--- src/rtl/core/msd_pkg.sv ---
package msd_pkg;

	localparam int MAX_SAMPLES_DEF = 1024;
	localparam int SAMPLE_W        = 16;
	localparam int COUNT_OUT_W     = 11;
	localparam int DEV_W           = SAMPLE_W + 1;
	localparam int SQ_W            = 2 * DEV_W;
	localparam int VAR_W           = 34;
	localparam int ROOT_W          = VAR_W / 2;

	localparam logic [1:0] ST_OK       = 2'd0;
	localparam logic [1:0] ST_SINGLE   = 2'd1;
	localparam logic [1:0] ST_EMPTY    = 2'd2;
	localparam logic [1:0] ST_OVERFLOW = 2'd3;

endpackage

--- src/rtl/core/msd_sqrt.sv ---
module msd_sqrt import msd_pkg::*; (
	input  logic              clk,
	input  logic              arst_n,
	input  logic              go,
	input  logic [VAR_W-1:0]  radicand,
	output logic              done,
	output logic [ROOT_W-1:0] root
);

	localparam int CNT_W = $clog2(ROOT_W + 1);

	logic [VAR_W-1:0]  x_q;
	logic [ROOT_W:0]   rem_q;
	logic [ROOT_W-1:0] root_q;
	logic [CNT_W-1:0]  cnt_q;
	logic              run_q;
	logic              done_q;
	logic [ROOT_W+2:0] rem_sh;
	logic [ROOT_W+2:0] trial;
	logic [ROOT_W+2:0] rem_sub;
	logic              r_bit;

	assign rem_sh  = {rem_q, x_q[VAR_W-1:VAR_W-2]};
	assign trial   = {1'b0, root_q, 2'b01};
	assign rem_sub = rem_sh - trial;
	assign r_bit   = (rem_sh >= trial);

	always_ff @(posedge clk or negedge arst_n) begin
		if (!arst_n) begin
			run_q  <= 1'b0;
			done_q <= 1'b0;
			cnt_q  <= '0;
		end else if (go) begin
			run_q  <= 1'b1;
			done_q <= 1'b0;
			cnt_q  <= CNT_W'(ROOT_W);
		end else if (run_q) begin
			cnt_q <= cnt_q - 1'b1;
			if (cnt_q == CNT_W'(1)) begin
				run_q  <= 1'b0;
				done_q <= 1'b1;
			end
		end else begin
			done_q <= 1'b0;
		end
	end

	always_ff @(posedge clk) begin
		if (go) begin
			x_q    <= radicand;
			rem_q  <= '0;
			root_q <= '0;
		end else if (run_q) begin
			x_q    <= {x_q[VAR_W-3:0], 2'b00};
			rem_q  <= r_bit ? rem_sub[ROOT_W:0] : rem_sh[ROOT_W:0];
			root_q <= {root_q[ROOT_W-2:0], r_bit};
		end
	end

	assign done = done_q;
	assign root = root_q;

endmodule

--- config.mk ---
export PLATFORM = sky130hd
export DESIGN_NAME = msd_sqrt
export DESIGN_NICKNAME = d
export VERILOG_FILES = /design/src/rtl/core/msd_pkg.sv /design/src/rtl/core/msd_sqrt.sv
export SDC_FILE = /design/constraint.sdc
export NUM_CORES = 1
export LEC_CHECK = 0
export BUFFER_PORTS_ARGS = -buffer_cell sky130_fd_sc_hd__buf_4
export CAP_MARGIN = 0
export CORE_ASPECT_RATIO = 1.2
export CORE_MARGIN = 5
export CORE_UTILIZATION = 58
export CTS_CLUSTER_DIAMETER = 80
export DETAILED_ROUTE_END_ITERATION = 7
export PLACE_DENSITY = 0.91
export SETUP_SLACK_MARGIN = 0.3
export SYNTH_ARGS = -nofsm -noshare
export SYNTH_HDL_FRONTEND = slang
export SYNTH_SLANG_ARGS = --single-unit
--- constraint.sdc ---
create_clock -name clk -period 3 [get_ports clk]
set_input_delay 0.3 -clock clk [delete_from_list [all_inputs] [get_ports clk]]
set_output_delay 0.3 -clock clk [all_outputs]
set_load 0.005 [all_outputs]
==> results.cfg <==
[yosys]
avgSynthCellArea_sq_um = 10.3
synth_area_leaders = edfxtp_1, dfxtp_1, mux2_2
yosysSeqAreaShare = 0.442
syn_inst = 418
synthArstFlopShare = 0.0921
synthTopCellsByCount = nor2_1, dfxtp_1, edfxtp_1
synth_ff_type = dfxtp_1
synth_area_sq_um = 4290
ys_seq_elements = 76
synth_cell_types = 57
synth_edf_count = 34
yosysMostFrequentCell = nor2_1
synth_nets = 476
yosys.area.top_type = edfxtp_1
ys_warn_count = 0
yosysTopAreaCellShare = 0.238

[job]
maxCapViolations = 0

[pwr]
power_density_nw_per_um2 = 995
max-vdd-ir-drop_uv = 627
p_leak_nw = 2.14

[global_route]
first_global_vias = 3489
grt_start_max_net_pins = 63
gr-total-overflow = 0
grt_pass1_wl_mm = 16.3
antenna_found_initial = 0
grt_use_total = 0.224

[timing]
tightest_slew_ps = 1250
hold_violations = 0
fin_setup_tns_ps = 0
min_period_ps = 2580
fin_skew_ps = 11.8
fmax_mhz = 387
setup_violations = 0
slew_headroom = 0.163
fin_crit_sh = 0.862
maxSlewViolCount = 0
rsz0062_at_grt = no

[placement]
portBuffers = 54
place_hpwl_mm = 6.93
routabilityCongestion = 0.899
dpl_cell_area_sq_um = 4730

[floorplan]
die_y_um = 104
die-area_sq_um = 9220
core_sq_um = 7230
rows = 34
io_pins = 55
initial_core_util = 0.593
die_w_um = 88.5

[status]
status = finished clean

[clock_network]
cts_tree = built
clock-sinks = 76
cts_inserted_buffers = 9
cts_buffer_depth = 2
htreeDepth = 3
worstSkewPairLatency_ps = 360
cts_root_buf = clkbuf_8
path_clk_slew_ps = 90

[detailed_routing]
drtAntennaViolNets = 0
drc = 0
first_pass_iters = 4
drt_iter0_drc = 229
totalWireLength_mm = 9.69
vias = 3411
via_per_inst = 6.05
routedWlPerCell_um = 17.2

[worst_setup_path]
crit_start = root[11]
crit_path_end_kind = register
reg2reg_from = root[11]
crit_type = reg -> reg
r2r.worst_path.cells = 9
rr_endpoint = rem_q[0]
critPathCapture = rem_q[0]
startpoint_type = register
r2r_slack_ps = 420
crit_fanout = 8
cp.required_ps = 3260
critPathArrivalTime_ps = 2840

[worst_hold_path]
worstHoldPathType = in -> reg

[cells_and_area]
syn_to_final_growth_pct = 16.8
fin_nets = 527
diodes = 0
design_area_sq_um = 5010
drive_above_1_share = 0.268
metrics by stage:
stage | hold slack [ps] | power, mW | worst slack, ps | std cells | utilization
final | 222 | 4.98 | 415 | 564 | 0.693
after global routing | 209 | 5.32 | 308 | 564 | 0.693
after global placement | 116 | 3.84 | 426 | 543 | 0.654
after CTS | 210 | 4.81 | 347 | 560 | 0.685
after detailed placement | 116 | 3.94 | 364 | 543 | 0.654
after floorplan | 4.41 | 3.43 | 662 | 418 | -
per-layer routing:
metal  GRT usage  vias to the layer above  wire length, um
met2       0.363                      124             4800
met5           0                        -                0
li1            -                     1639                -
met1       0.256                     1607             3780
met3      0.0650                       41              645
met4       0.129                        0              459
repair_timing:
item	CTS	global route
setup endpoints to repair	0	18
buffers inserted	0	4
resized for setup	0	2
hold buffers	1	0
hold endpoints to repair	7	0
power breakdown:
| group | switching, mW | internal, mW |
|---|---|---|
| logic | 1.45 | 1.15 |
| registers | 0.178 | 1.35 |
| clock network | 0.447 | 0.409 |
worst min path at each step:
| stage | startpoint | end | cells after the start |
|---|---|---|---|
| finish | radicand[1] | x_q[1] | 2 |
| floorplan | arst_n | cnt_q[0] | 0 |
| global placement | arst_n | done | 1 |
| detailed placement | arst_n | done | 1 |
| global route | radicand[1] | x_q[1] | 2 |
| CTS | radicand[1] | x_q[1] | 2 |
flip-flops by register name (all words and copies together) (netlist names):
register  flops
rem_q        18
done          1
x_q          34
root         17
run_q         1
cnt_q         5
kinds of logic after synthesis:
logic type | share of synthesized area
and+or+nand+nor | 0.132
AOI/OAI and AO/OA | 0.165
xor gates and xnor gates | 0.0265
muxes | 0.124
DFF | 0.442
adders and majority gates | 0.0613
buffers and inverters | 0.0487
layout make-up:
| type | count | area, sq um |
|---|---|---|
| Clock buffer | 9 | 124 |
| Clock inverter | 7 | 90.1 |
| Fill cell | 512 | 2220 |
| Inverter | 27 | 101 |
| Multi-Input combinational cell | 292 | 2200 |
| Sequential cell | 76 | 1900 |
| Tap cell | 90 | 113 |
| Timing Repair Buffer | 63 | 488 |
worst max-delay path: stages, from the launching register on:
cell and delay, ps:
dfxtp_1 390, inv_1 60, ha_1 380, a21o_1 220
a21o_1 220, a2111oi_4 450, a31o_4 280, buf_4 150
nand3_1 90, a32o_1 250
cell usage in the layout (no fill, tap or decap), types with 3 or more instances in the layout:
cell type,count
a211o_1,3
a211oi_1,4
a21o_1,8
a21oi_1,18
a221o_1,3
a41oi_1,5
and2_1,7
buf_4,61
clkbuf_8,9
dfrtp_1,7
dfxtp_1,35
edfxtp_1,34
ha_1,21
inv_1,27
inv_8,3
mux2_2,32
mux2i_1,17
nand2_1,21
nand2b_1,8
nand3_1,12
nand4_1,5
nor2_1,36
nor3_1,10
o211ai_1,9
o21ai_0,6
o21ai_1,14
o221ai_1,3
xnor2_1,11
(Power assumes the default switching activity.)
