===== src/rtl/core/msd_pkg.sv =====
package msd_pkg;

	localparam int MAX_SAMPLES_DEF = 1024;
	localparam int SAMPLE_W        = 16;
	localparam int COUNT_OUT_W     = 11;
	localparam int DEV_W           = SAMPLE_W + 1;
	localparam int SQ_W            = 2 * DEV_W;
	localparam int VAR_W           = 34;
	localparam int ROOT_W          = VAR_W / 2;

	localparam logic [1:0] ST_OK       = 2'd0;
	localparam logic [1:0] ST_SINGLE   = 2'd1;
	localparam logic [1:0] ST_EMPTY    = 2'd2;
	localparam logic [1:0] ST_OVERFLOW = 2'd3;

endpackage


===== src/rtl/core/msd_div.sv =====
module msd_div import msd_pkg::*; #(
	parameter int DVD_W = SQ_W + COUNT_OUT_W,
	parameter int DVS_W = COUNT_OUT_W
) (
	input  logic             clk,
	input  logic             arst_n,
	input  logic             go,
	input  logic [DVD_W-1:0] dividend,
	input  logic [DVS_W-1:0] divisor,
	output logic             done,
	output logic [DVD_W-1:0] quotient
);

	localparam int CNT_W = $clog2(DVD_W + 1);

	logic [DVD_W-1:0] dq_q;
	logic [DVS_W-1:0] dvs_q;
	logic [DVS_W-1:0] rem_q;
	logic [CNT_W-1:0] cnt_q;
	logic             run_q;
	logic             done_q;
	logic [DVS_W:0]   rem_sh;
	logic [DVS_W:0]   rem_sub;
	logic             q_bit;

	assign rem_sh  = {rem_q, dq_q[DVD_W-1]};
	assign rem_sub = rem_sh - {1'b0, dvs_q};
	assign q_bit   = (rem_sh >= {1'b0, dvs_q});

	always_ff @(posedge clk or negedge arst_n) begin
		if (!arst_n) begin
			run_q  <= 1'b0;
			done_q <= 1'b0;
			cnt_q  <= '0;
		end else if (go) begin
			run_q  <= 1'b1;
			done_q <= 1'b0;
			cnt_q  <= CNT_W'(DVD_W);
		end else if (run_q) begin
			cnt_q <= cnt_q - 1'b1;
			if (cnt_q == CNT_W'(1)) begin
				run_q  <= 1'b0;
				done_q <= 1'b1;
			end
		end else begin
			done_q <= 1'b0;
		end
	end

	always_ff @(posedge clk) begin
		if (go) begin
			dq_q  <= dividend;
			dvs_q <= divisor;
			rem_q <= '0;
		end else if (run_q) begin
			dq_q  <= {dq_q[DVD_W-2:0], q_bit};
			rem_q <= q_bit ? rem_sub[DVS_W-1:0] : rem_sh[DVS_W-1:0];
		end
	end

	assign done     = done_q;
	assign quotient = dq_q;

endmodule


===== config.mk =====
export PLATFORM = sky130hd
export DESIGN_NAME = msd_div
export DESIGN_NICKNAME = d
export VERILOG_FILES = /design/src/rtl/core/msd_pkg.sv /design/src/rtl/core/msd_div.sv
export SDC_FILE = /design/constraint.sdc
export NUM_CORES = 1
export LEC_CHECK = 0
export BUFFER_PORTS_ARGS = -buffer_cell sky130_fd_sc_hd__buf_2
export CAP_MARGIN = 10
export CORE_ASPECT_RATIO = 1.75
export CORE_MARGIN = 2
export CORE_UTILIZATION = 35
export CTS_BUF_LIST = sky130_fd_sc_hd__clkbuf_16
export DETAILED_ROUTE_END_ITERATION = 16
export PLACE_DENSITY = 0.61
export SYNTH_ARGS = -nofsm -noshare
export SYNTH_HDL_FRONTEND = slang
export SYNTH_SLANG_ARGS = --single-unit

===== constraint.sdc =====
create_clock -name clk -period 3 [get_ports clk]
set_input_delay 0.3 -clock clk [delete_from_list [all_inputs] [get_ports clk]]
set_output_delay 0.3 -clock clk [all_outputs]
set_load 0.005 [all_outputs]

==> results.txt, run 1 <==
- Of the total power, registers draw 0.418.
- Root Buffer: sky130_fd_sc_hd__clkbuf_16
- Chip width: 81.9 um
* Launch point of the worst reg-to-reg path: quotient[44]
* Data arrival time at the worst-slack endpoint: 2690 ps
- Leakage power: 1.98 nW
* DP Area: 4380 um2
* Post-DR vias/cell: 5.05
- Clock tree from TritonCTS: yes
- Met3 Resource Use GR: 0.0374
- Setup violations remaining at the end of the flow were counted as 0.
* Kind of critical path: reg -> reg
- Dominant synthesized flop cell: sky130_fd_sc_hd__edfxtp_1
- GR Util met1: 0.158
- Summing internal, switching and leakage power gives 3.28 mW.
- Measured against its own limit, the worst slew margin works out to 0.674.
- Endpoint kind of the worst setup timing path: register
- Die Y-Extent: 140 um
- The most common cell in the synthesized netlist is sky130_fd_sc_hd__edfxtp_1.
- CTS-repair resized insts: 0
- Origin of the worst min-delay path: divisor[7]
- In the global route stage, overall resource usage came out at 0.146.
* Number of post-CTS setup repair buffers: 0
- The repair_antennas step left the layout with diodes totalling 0.
* Min Hold Slack: 139 ps
- In the synthesized netlist, the number of instances is 281.
- End point of the most critical hold path: dvs_q[7]
- Yosys mapped a number of flops with a built-in enable equal to 56.
* Power Internal: 2.33 mW
- Total core area: 10,300 um2
* Total wire length: 7770 um
- Peak Freq: 0.409 GHz
- Clk buf depth: 2
- The number of failing hold endpoints at the final stage came to 0.
- For met2 alone, demand over resource in global routing was 0.249.
- Of the total power, the share spent switching nets is 0.289.
* Via count of the first global-routing pass: 2,786
* Power density over the cells: 703 nW/um2
* Unrepaired setup endpoints after global routing: false
* Startpoint type of the worst setup path: register
- In the post-route analysis, the smallest setup slack over all paths is 557 ps.
* Full die area: 11,500 um2
- The worst register-to-register path ends at rem_q[6].
- Count of H-tree levels built during CTS: 3
- Mean instance size in the synthesized netlist: 13.2 um2
* Number of antenna violations at the first check in global routing: 0
- Cts hold-fix bufs: 1
- After global routing, the most crowded layer is met2.
* Area contributors post-synth: sky130_fd_sc_hd__edfxtp_1 (45%), sky130_fd_sc_hd__mux2_2 (14%), sky130_fd_sc_hd__dfxtp_1 (5.9%)
- After synthesis, the share of flip-flops with an asynchronous set or reset is 0.107.
* Combinational Power Share: 0.279
- Number of cell rows: 49
* Area used by multi-input combinational logic: 1490 um2
- Final total negative setup slack: 0 ps
- For the pin with the worst max-slew slack, the measured transition is 484 ps.
- In this run the worst path has a maximum fanout of 8.
* Initial Util: 0.361
* Clock Skews: 7.31 ps
- In the final routed layout, each cell accounts on average for 14.9 um.
- Seq. cell area: 2100 um2
- Vias post-DR: 2,632
- For this design the top-level I/O count stands at 105.
* Layout filler cell count: 1,003
- Cell count of the worst reg-to-reg path: 10
* Tightest Hold Check Type: in -> reg
- In the final layout, the share of cells above drive strength 1 is 0.449.
- Wire length of the first global-routing pass: 12,800 um
* Final global-route overflow total: 0
- Post-DRT Antenna Nets: 0
- The finished cells cover 4670 um2.
* Sink Count: 75
- Input and output buffers added on the ports amount to 104.
* Post-synthesis sequential area ratio: 0.565
- The net count of the finished layout is 462.
* Area share of the largest cell type after synthesis: 0.452
* Cell type contributing the most total cell area after synthesis: sky130_fd_sc_hd__edfxtp_1
* DRC: 0
- Setup slack, reg-to-reg: 560 ps
* Outcome: finished clean
- Number of clock buffers inserted by TritonCTS: 9
- Subtracting the final worst setup slack from the clock period gives 2440 ps.
- Psw: 0.949 mW
- Iter 0 DRT Violations: 105
- Final Cycle Share: 0.814
* TritonRoute pass-1 iters: 4
- The worst-case IR drop observed on VDD is 415 uV.
* HPWL after DPL: 5660 um
* Most numerous cell types in the synthesized netlist: sky130_fd_sc_hd__edfxtp_1 (56), sky130_fd_sc_hd__mux2_2 (45), sky130_fd_sc_hd__nor2_1 (20)
* Count of yosys warnings during synthesis: 0
- OpenSTA, run right after detailed placement, puts the worst setup slack at 554 ps.
* Distinct cells, synth: 50
- The final number of max-transition violations came to 0.
- Skew-Pair Late Insertion Delay: 340 ps
* Seq cells post-synth: 75
- The share of total power dissipated in the clock network is 0.303.
- Required time at the worst-slack endpoint: 3240 ps
- Signed area change from the synthesized netlist to the final layout: 25.5%
- Counting instances, the worst hold path has a depth of 1.
* GP Congestion: 0.746
* Maximum number of pins on one net before global-route repair: 63
- Synth Cell Area: 3720 um2
- Synthesized Nets: 354
* Post-CTS clock slew at the launch and capture registers of the worst setup and hold paths: 60 ps
- Across the run, the number of max-cap violations was 0.
[flip-flops by register name, summed over array words and instances (netlist names)]
register	cells
quotient	45
cnt_q	6
done	1
dvs_q	11
run_q	1
rem_q	11
[worst max path at each step]
stage	start	endpoint	slack [ps]	cells past startpoint
after floorplan	quotient[44]	rem_q[0]	780	9
after global placement	quotient[44]	rem_q[7]	630	10
after detailed placement	quotient[44]	rem_q[3]	550	10
after CTS	quotient[44]	rem_q[3]	530	10
after global routing	quotient[44]	rem_q[9]	400	10
final	quotient[44]	rem_q[6]	560	10
[logic make-up (layout without fill, tap and decap cells)]
kind of cell | count (synthesis) | count (layout) | synth area share
fa+ha+maj | 14 | 14 | 0.0491
buf+inv | 28 | 141 | 0.0326
xor+xnor | 10 | 10 | 0.0236
flops | 75 | 75 | 0.565
mux | 53 | 53 | 0.159
simple gates | 61 | 61 | 0.0912
compound gates | 40 | 40 | 0.0788
[layout make-up]
class	count	area share
Sequential cell	75	0.450
Multi-Input combinational cell	178	0.320
Timing Repair Buffer	110	0.124
Clock buffer	10	0.0536
Tap cell	127	0.0340
Inverter	15	0.0121
Clock inverter	6	0.00536
[placed cells by master (no fill, tap or decap), drive strengths merged, types with 10 or more instances in the layout]
master / synthesis / final
edfxtp: 56 / 56
inv: 15 / 18
o21ai: 10 / 10
clkbuf: 4 / 10
dfxtp: 11 / 11
mux2: 46 / 46
nor2: 20 / 20
ha: 13 / 13
buf: 9 / 109
nand2: 10 / 10
[stage by stage]
stage,std cells,utilization
after global routing,521,0.453
after global placement,504,0.425
final,521,0.453
after floorplan,281,-
after CTS,521,0.453
after detailed placement,504,0.425
[power groups by stage]
stage	combinational, mW	clock (mW)	sequential, mW
final	0.916	0.993	1.37
after global routing	1.02	1.05	1.39
after detailed placement	0.921	0	1.39
after CTS	0.928	1.01	1.37
after global placement	0.907	0	1.39
after floorplan	0.693	0	1.37
[critical path: stages (launching register included)]
cell and delay [ps]:
sky130_fd_sc_hd__edfxtp_1 340, sky130_fd_sc_hd__inv_1 60, sky130_fd_sc_hd__ha_1 220, sky130_fd_sc_hd__fa_1 440, sky130_fd_sc_hd__nor2b_4 140, sky130_fd_sc_hd__o31a_1 210, sky130_fd_sc_hd__o21ai_4 110, sky130_fd_sc_hd__o21ai_4 250
sky130_fd_sc_hd__buf_4 230, sky130_fd_sc_hd__o22ai_1 100, sky130_fd_sc_hd__a211oi_1 240
[metal layers]
layer  vias up  wire length [um]
met5         -                 0
met4         0               227
met3        15               423
met2        80              4190
met1      1277              2930
li1       1260                 -
Note: power is estimated with default switching activity, not from simulation.
==> inputs of run 2 (changes only) <==
--- a/config.mk
+++ b/config.mk
@@ -12,7 +12,7 @@
 export CORE_UTILIZATION = 35
 export CTS_BUF_LIST = sky130_fd_sc_hd__clkbuf_16
 export DETAILED_ROUTE_END_ITERATION = 16
-export PLACE_DENSITY = 0.61
+export PLACE_DENSITY = 0.64
 export SYNTH_ARGS = -nofsm -noshare
 export SYNTH_HDL_FRONTEND = slang
 export SYNTH_SLANG_ARGS = --single-unit
==> constraint.sdc (replaced) <==
create_clock -name clk -period 2 [get_ports clk]
set_input_delay 0.2 -clock clk [delete_from_list [all_inputs] [get_ports clk]]
set_output_delay 0.2 -clock clk [all_outputs]
set_load 0.005 [all_outputs]
==> run 2 against run 1 <==
- the run now ends with negative setup slack left
- clock skew down 0.56 ps
- critical path depth is the same
- flip-flop and latch count unchanged
- design area up 6.3%
- routed wire length grew 4.4%
- maximum frequency up 11%
- combinational power increased by 100%
- register-to-register slack got worse by 760 ps
- sequential share of layout area decreased by 2.7 points
- die area stayed put
- global-route usage rose by 0.51 points
- largest cell class unchanged
==> results.txt, run 2 (synthesis results as in run 1) <==
- In the routed layout, each cell is associated on average with a via count of 4.86.
* Clock tree from TritonCTS: yes
- Number of input and output port buffers inserted: 104
- Leaving out fill and tap cells, the most frequent cells in the layout are sky130_fd_sc_hd__buf_2 (104), sky130_fd_sc_hd__edfxtp_1 (56), sky130_fd_sc_hd__mux2_2 (45).
- The core region is 10,300 um2.
- Leakage power: 2.14 nW
* Skew-Pair Late Insertion Delay: 340 ps
- Of the total power, the share spent switching nets is 0.288.
- The worst setup path is launched from a register.
* Ratio of cells with drive above 1 in the final layout: 0.524
- Cell internal power was estimated by the tool at 3.88 mW.
- The flow ran to the end, but the final reports show violations.
- The critical path is of the reg -> reg type.
- Inserted Diodes: 0
- The floorplan step set the die width to 81.9 um.
- Of the total power, the clock network draws 0.286.
- Setup repair after global routing could not meet its margin everywhere.
- Vias post-DR: 2,678
* Layout filler cell count: 946
- Sink Count: 75
* Post-DRT Antenna Nets: 0
- Setup violations remaining at the end of the flow were counted as 12.
- GP Congestion: 0.767
* Via count of the first global-routing pass: 2,724
* CP Max Fanout: 6
* Number of antenna violations at the first check in global routing: 0
- Total wire length: 8110 um
* Slew margin rel.: 0.273
- Total count of max-transition violations in the final report: 0
- Combinational Power Share: 0.340
- Final Cycle Share: 1.10
- Peak Freq: 0.454 GHz
- Entering global routing, the biggest net connects 78 pins.
- Time the worst path needs with I/O delays and setup: 2200 ps
- The clock passes through at most 2 buffers.
* Seq. cell area: 2100 um2
- STA classifies the critical path endpoint as a register.
* Violations in the final reports: negative setup slack
* Data arrival time at the worst-slack endpoint: 2290 ps
- The register with the most flip-flops in the layout has 45 of them.
- Total Routing Usage GR: 0.151
- Average wire per cell in the routed design: 14.7 um
- After the first detailed-routing iteration, the DRC count stood at 125.
- Max-cap violations: 0
- Between clock sinks in the finished design, the worst skew comes to 6.75 ps.
- Worst-path cell chain: inv_2, ha_2, fa_2, nor2b_4, o31a_1, o21ai_4, o21ai_4, buf_4, buf_6, mux2_2
- Leaving out fill and tap cells, the most frequent cell in the layout is sky130_fd_sc_hd__buf_2.
- DRC: 0
- Wire length of the first global-routing pass: 12,900 um
- Tightest Hold Check Type: in -> reg
- Required time at the worst-slack endpoint: 2090 ps
- On the worst path, the slowest cell contributes a delay of 390 ps.
- The number of failing hold endpoints at the final stage is 0.
* Post-layout net count: 493
* Die Y-Extent: 140 um
- Final global-route overflow total: 0
- Pin placement for this block handled 105 I/O pins.
- Post-CTS clock slew at the launch and capture registers of the worst setup and hold paths: 60 ps
- The share of total power dissipated in sequential elements is 0.375.
- Number of cell rows: 49
* Final WS setup: -204 ps
- Count of H-tree levels built during CTS: 3
- Pin slew with the least headroom to its limit: 1090 ps
* HPWL after DPL: 5940 um
- VDD IR-drop max: 517 uV
- Most common cell type on the critical path: sky130_fd_sc_hd__o21ai_4
- In this run the power density over the cells is 1100 nW/um2.
- Slowest library cell on the worst path: sky130_fd_sc_hd__edfxtp_1
* Root Buffer: sky130_fd_sc_hd__clkbuf_16
- The pre-antenna-repair detailed-routing pass consisted of 4 iterations.
- Signed area change from the synthesized netlist to the final layout: 33.5%
- Psw: 1.57 mW
* Final total negative setup slack: -1560 ps
* Full die area: 11,500 um2
* Placement Setup Slack: -266 ps
- Initial Util: 0.361
- Number of clock buffers inserted by TritonCTS: 9
- Summing all multi-input logic gate instances after layout gives 1540 um2.
run 2: cell types whose count changed in the layout (fill, tap and decap cells not counted), sizes merged:
cell	delta
clkinv	+1
clkinvlp	+1
inv	-3
clkbuf	-1
buf	+31
bufinv	+1
run 2: critical path: cells and delay by family (launching register included):
kind / cells / cell delay [ps]
fa+ha+maj: 2 / 410
mux: 1 / 250
simple gates: 1 / 50
flops: 1 / 390
buf+inv: 3 / 350
compound gates: 3 / 510
run 2: per-layer routing:
layer | vias to the layer above | share of wire | routed length, um | track usage
met5 | - | 0 | 0 | 0
met4 | 0 | 0.043 | 350 | 0.0939
met1 | 1276 | 0.37 | 3000 | 0.157
met2 | 61 | 0.55 | 4470 | 0.259
met3 | 22 | 0.036 | 295 | 0.0406
li1 | 1319 | - | - | -
run 2: repair_timing:
action | 4_1_cts | 5_1_grt
gates resized for setup | 1 | 10
hold buffers | 1 | 0
setup endpoints to repair | 12 | 12
endpoints found under the hold margin | 8 | 0
pin swaps | 8 | 11
buffers inserted | 3 | 4
run 2: power groups by stage:
stage                     clock network, mW  logic (mW)  registers, mW
after floorplan                           0        1.04           2.06
after global placement                    0        1.68           2.06
after detailed placement                  0        1.71           2.06
after CTS                              1.59        1.75           2.04
after global routing                   1.66        2.04           2.07
final                                  1.55        1.85           2.04
run 2: per-stage QoR:
step                      utilization  hold slack [ps]  std cells  cell area, um2  total power [mW]
final                           0.482             33.7        551            4960              5.44
after global routing            0.482             19.2        551            4960              5.77
after CTS                       0.474             22.6        547            4890              5.37
after global placement          0.443             48.2        528            4570              3.74
after detailed placement        0.443             51.4        528            4570              3.77
after floorplan                     -            -95.6        281            3720              3.10
run 2: worst paths after layout:
check	slack (ps)	cells past startpoint	end	from
max in group asynchronous	1580	2	cnt_q[2]	arst_n
setup reg to reg	-200	10	quotient[0]	quotient[44]
hold reg to reg	520	2	rem_q[10]	rem_q[10]
min in group asynchronous	250	2	run_q	arst_n
hold / removal	30	1	dvs_q[9]	divisor[9]
setup / recovery	-200	10	quotient[0]	quotient[44]
run 2: layout make-up:
cell class,instances,share of cell area
clock buffer,9,0.0454
clock inverter,6,0.0116
inverter,15,0.0113
multi-input combinational,178,0.311
sequential,75,0.424
tap,127,0.0320
timing repair buffer,141,0.165
==> inputs of run 3 (changes only) <==
--- a/config.mk
+++ b/config.mk
@@ -5,7 +5,7 @@
 export SDC_FILE = /design/constraint.sdc
 export NUM_CORES = 1
 export LEC_CHECK = 0
-export BUFFER_PORTS_ARGS = -buffer_cell sky130_fd_sc_hd__buf_2
+export BUFFER_PORTS_ARGS = -buffer_cell sky130_fd_sc_hd__buf_4
 export CAP_MARGIN = 10
 export CORE_ASPECT_RATIO = 1.75
 export CORE_MARGIN = 2
==> run 3 against run 2 <==
- sequential share of layout area fell by 2.3 points
- non-clock buffer count decreased by 1
- flip-flop and latch count is the same
- maximum frequency shrank 1.6%
- die area stayed put
- the run still ends with negative setup slack left
- critical path depth decreased by 1
- core utilization increased by 2.8 points
- clock power about the same
- combinational power grew 8%
- routed wire length up 5.7%
==> results.txt, run 3 (synthesis results as in run 1) <==
- Summed over all layers, the global routing overflow is 0.
- Number of cell rows: 49
* Psw: 1.61 mW
- Clk buf depth: 2
- Relative to the synthesized area, the layout overhead comes to 41.1%.
* Seq. cell area: 2100 um2
* Via count of the first global-routing pass: 2,840
- Worst-path cell chain: ha_4, fa_2, nor2b_4, o31a_1, o21ai_4, o21ai_4, buf_6, mux2_4, a211oi_2
* DRC: 0
* Layout filler cell count: 948
- Detailed placement ended at an HPWL of 6150 um.
- Root Buffer: sky130_fd_sc_hd__clkbuf_16
- Number of clock buffers inserted by TritonCTS: 9
* GP Congestion: 0.828
- Full die area: 11,500 um2
- Time the worst path needs with I/O delays and setup: 2240 ps
- Dividing the detail-routed via count by the number of cells gives 4.85.
* End-of-flow core utilization: 0.509
- In this run the worst path has a maximum fanout of 4.
* Initial Util: 0.361
- Final cell area excluding filler cells: 5250 um2
- Ratio of cells with drive above 1 in the final layout: 0.521
- Dividing the detail-routed wire length by the instance count gives 15.6 um.
- The number of antenna diodes in the final layout is 0.
- Number of flip-flops in the largest register: 45
- CTS saw 75 sinks.
- Of the total power, combinational logic draws 0.357.
- Final total negative setup slack: -2170 ps
* Iter 0 DRT Violations: 108
* TritonRoute pass-1 iters: 4
* Most frequent cells in the layout: sky130_fd_sc_hd__buf_4 (134), sky130_fd_sc_hd__edfxtp_1 (56), sky130_fd_sc_hd__mux2_2 (44)
- The initial antenna violation count was 0.
- Setup repair after global routing could not meet its margin everywhere.
- Switching share of power: 0.288
- Maximum number of pins on one net before global-route repair: 78
- Violations in the final reports: negative setup slack
- Most common cell type on the critical path: sky130_fd_sc_hd__o21ai_4
- VDD IR-drop max: 513 uV
- The critical path in this run is classified as reg -> reg.
- Portion of total power attributed to sequential cells: 0.365
- Number of input and output port buffers inserted: 104
- Among all stages on the critical path, the largest delay is contributed by sky130_fd_sc_hd__edfxtp_1.
* Leakage power: 2.24 nW
- Internal power comes to 3.98 mW.
- The first global-routing pass estimated 13,600 um of wire.
- Post-layout net count: 492
- Slew margin rel.: 0.295
- Summed over all layers, the routed wires come to 8580 um.
- Clock Skews: 5.54 ps
* Tightest Hold Check Type: in -> reg
- Of the available clock period, the critical path in the final layout requires 1.12.
- DP Area: 4830 um2
- Detailed routing inserted a total of 2,672 vias.
* Number of endpoints failing setup at the final stage: 12
* Required time at the worst-slack endpoint: 2250 ps
- The die is 81.9 um wide.
* Power density over the cells: 1070 nW/um2
- Post-DRT Antenna Nets: 0
- Total core area: 10,300 um2
* Number of endpoints with negative hold slack in the final report: 0
- Startpoint type of the worst setup path: register
- Across the run, the number of max-cap violations was 0.
- Data arrival time at the worst-slack endpoint: 2490 ps
- The final number of max-transition violations was 0.
- Endpoint kind of the worst setup timing path: register
* Skew-Pair Late Insertion Delay: 330 ps
* Clock tree from TritonCTS: yes
* Outcome: finished with violations
- Across every metal layer, demand over resource in global routing totals 0.156.
- Max incr delay on CP: 410 ps
* Final WS setup: -241 ps
- Of the total power, the clock network draws 0.278.
* Post-CTS clock slew at the launch and capture registers of the worst setup and hold paths: 60 ps
- For this design the top-level I/O count stands at 105.
- Leading cell type in the layout, fill and taps excluded: sky130_fd_sc_hd__buf_4
- Pin slew with the least headroom to its limit: 1060 ps
- Count of H-tree levels built during CTS: 3
- Area used by multi-input combinational logic: 1560 um2
* Die Y-Extent: 140 um
- For this run, the top clock speed supported by timing is 0.446 GHz.
==> run 3: changes by cell type in the layout (fill, tap and decap cells not counted), sizes merged <==
cell      previous run  this run
clkinv               4         6
clkinvlp             1         0
buf                140       139
==> run 3: worst paths after layout <==
kind | end | depth (start not counted) | startpoint | slack (ps)
max | rem_q[0] | 9 | dvs_q[0] | -240
min | dvs_q[10] | 1 | divisor[10] | 40
max reg2reg | rem_q[0] | 9 | dvs_q[0] | -240
min reg2reg | rem_q[10] | 2 | rem_q[10] | 510
max in group asynchronous | cnt_q[5] | 2 | arst_n | 1650
min in group asynchronous | cnt_q[2] | 2 | arst_n | 230
==> run 3: critical path, delay by kind of cell, from the launching register on <==
kind | cells | cell delay (ps)
buf+inv | 1 | 130
fa+ha+maj | 2 | 550
flops | 1 | 410
simple gates | 1 | 130
compound gates | 4 | 640
mux | 1 | 290
==> run 3: metal layers <==
metal,part of all wire,up-vias,GRT usage
li1,-,1320,-
met1,0.36,1283,0.170
met2,0.57,51,0.274
met3,0.031,18,0.0329
met4,0.034,0,0.0798
met5,0,-,0
==> run 3: stage by stage <==
step | worst slack (ps) | hold slack, ps | total power, mW | instances
2_1_floorplan | -168 | -95.6 | 3.10 | 281
3_3_place_gp | -243 | 21.3 | 3.82 | 528
3_5_place_dp | -271 | 25.0 | 3.85 | 528
4_1_cts | -203 | 30.8 | 5.53 | 550
5_1_grt | -311 | 28.0 | 5.91 | 551
6_report | -241 | 39.4 | 5.60 | 551
==> run 3: what timing repair did <==
action / CTS / global route
gates cloned: 0 / 0
endpoints found under the hold margin: 8 / 0
hold buffers: 1 / 0
buffers inserted: 5 / 1
setup endpoints to repair: 12 / 12
pin swaps: 1 / 8
gates resized for setup: 6 / 11
==> run 3: power groups by stage <==
stage,Combinational (mW),Sequential (mW),Clock [mW]
6_report,2.00,2.04,1.56
5_1_grt,2.17,2.08,1.66
4_1_cts,1.89,2.04,1.59
3_5_place_dp,1.79,2.07,0
3_3_place_gp,1.75,2.07,0
2_1_floorplan,1.04,2.06,0
==> run 3: cell type report <==
| cell class | instances | share of cell area |
|---|---|---|
| Inverter | 15 | 0.0107 |
| Tap cell | 127 | 0.0303 |
| Sequential cell | 75 | 0.401 |
| Clock inverter | 7 | 0.0112 |
| Clock buffer | 9 | 0.0429 |
| Timing Repair Buffer | 140 | 0.206 |
| Multi-Input combinational cell | 178 | 0.298 |
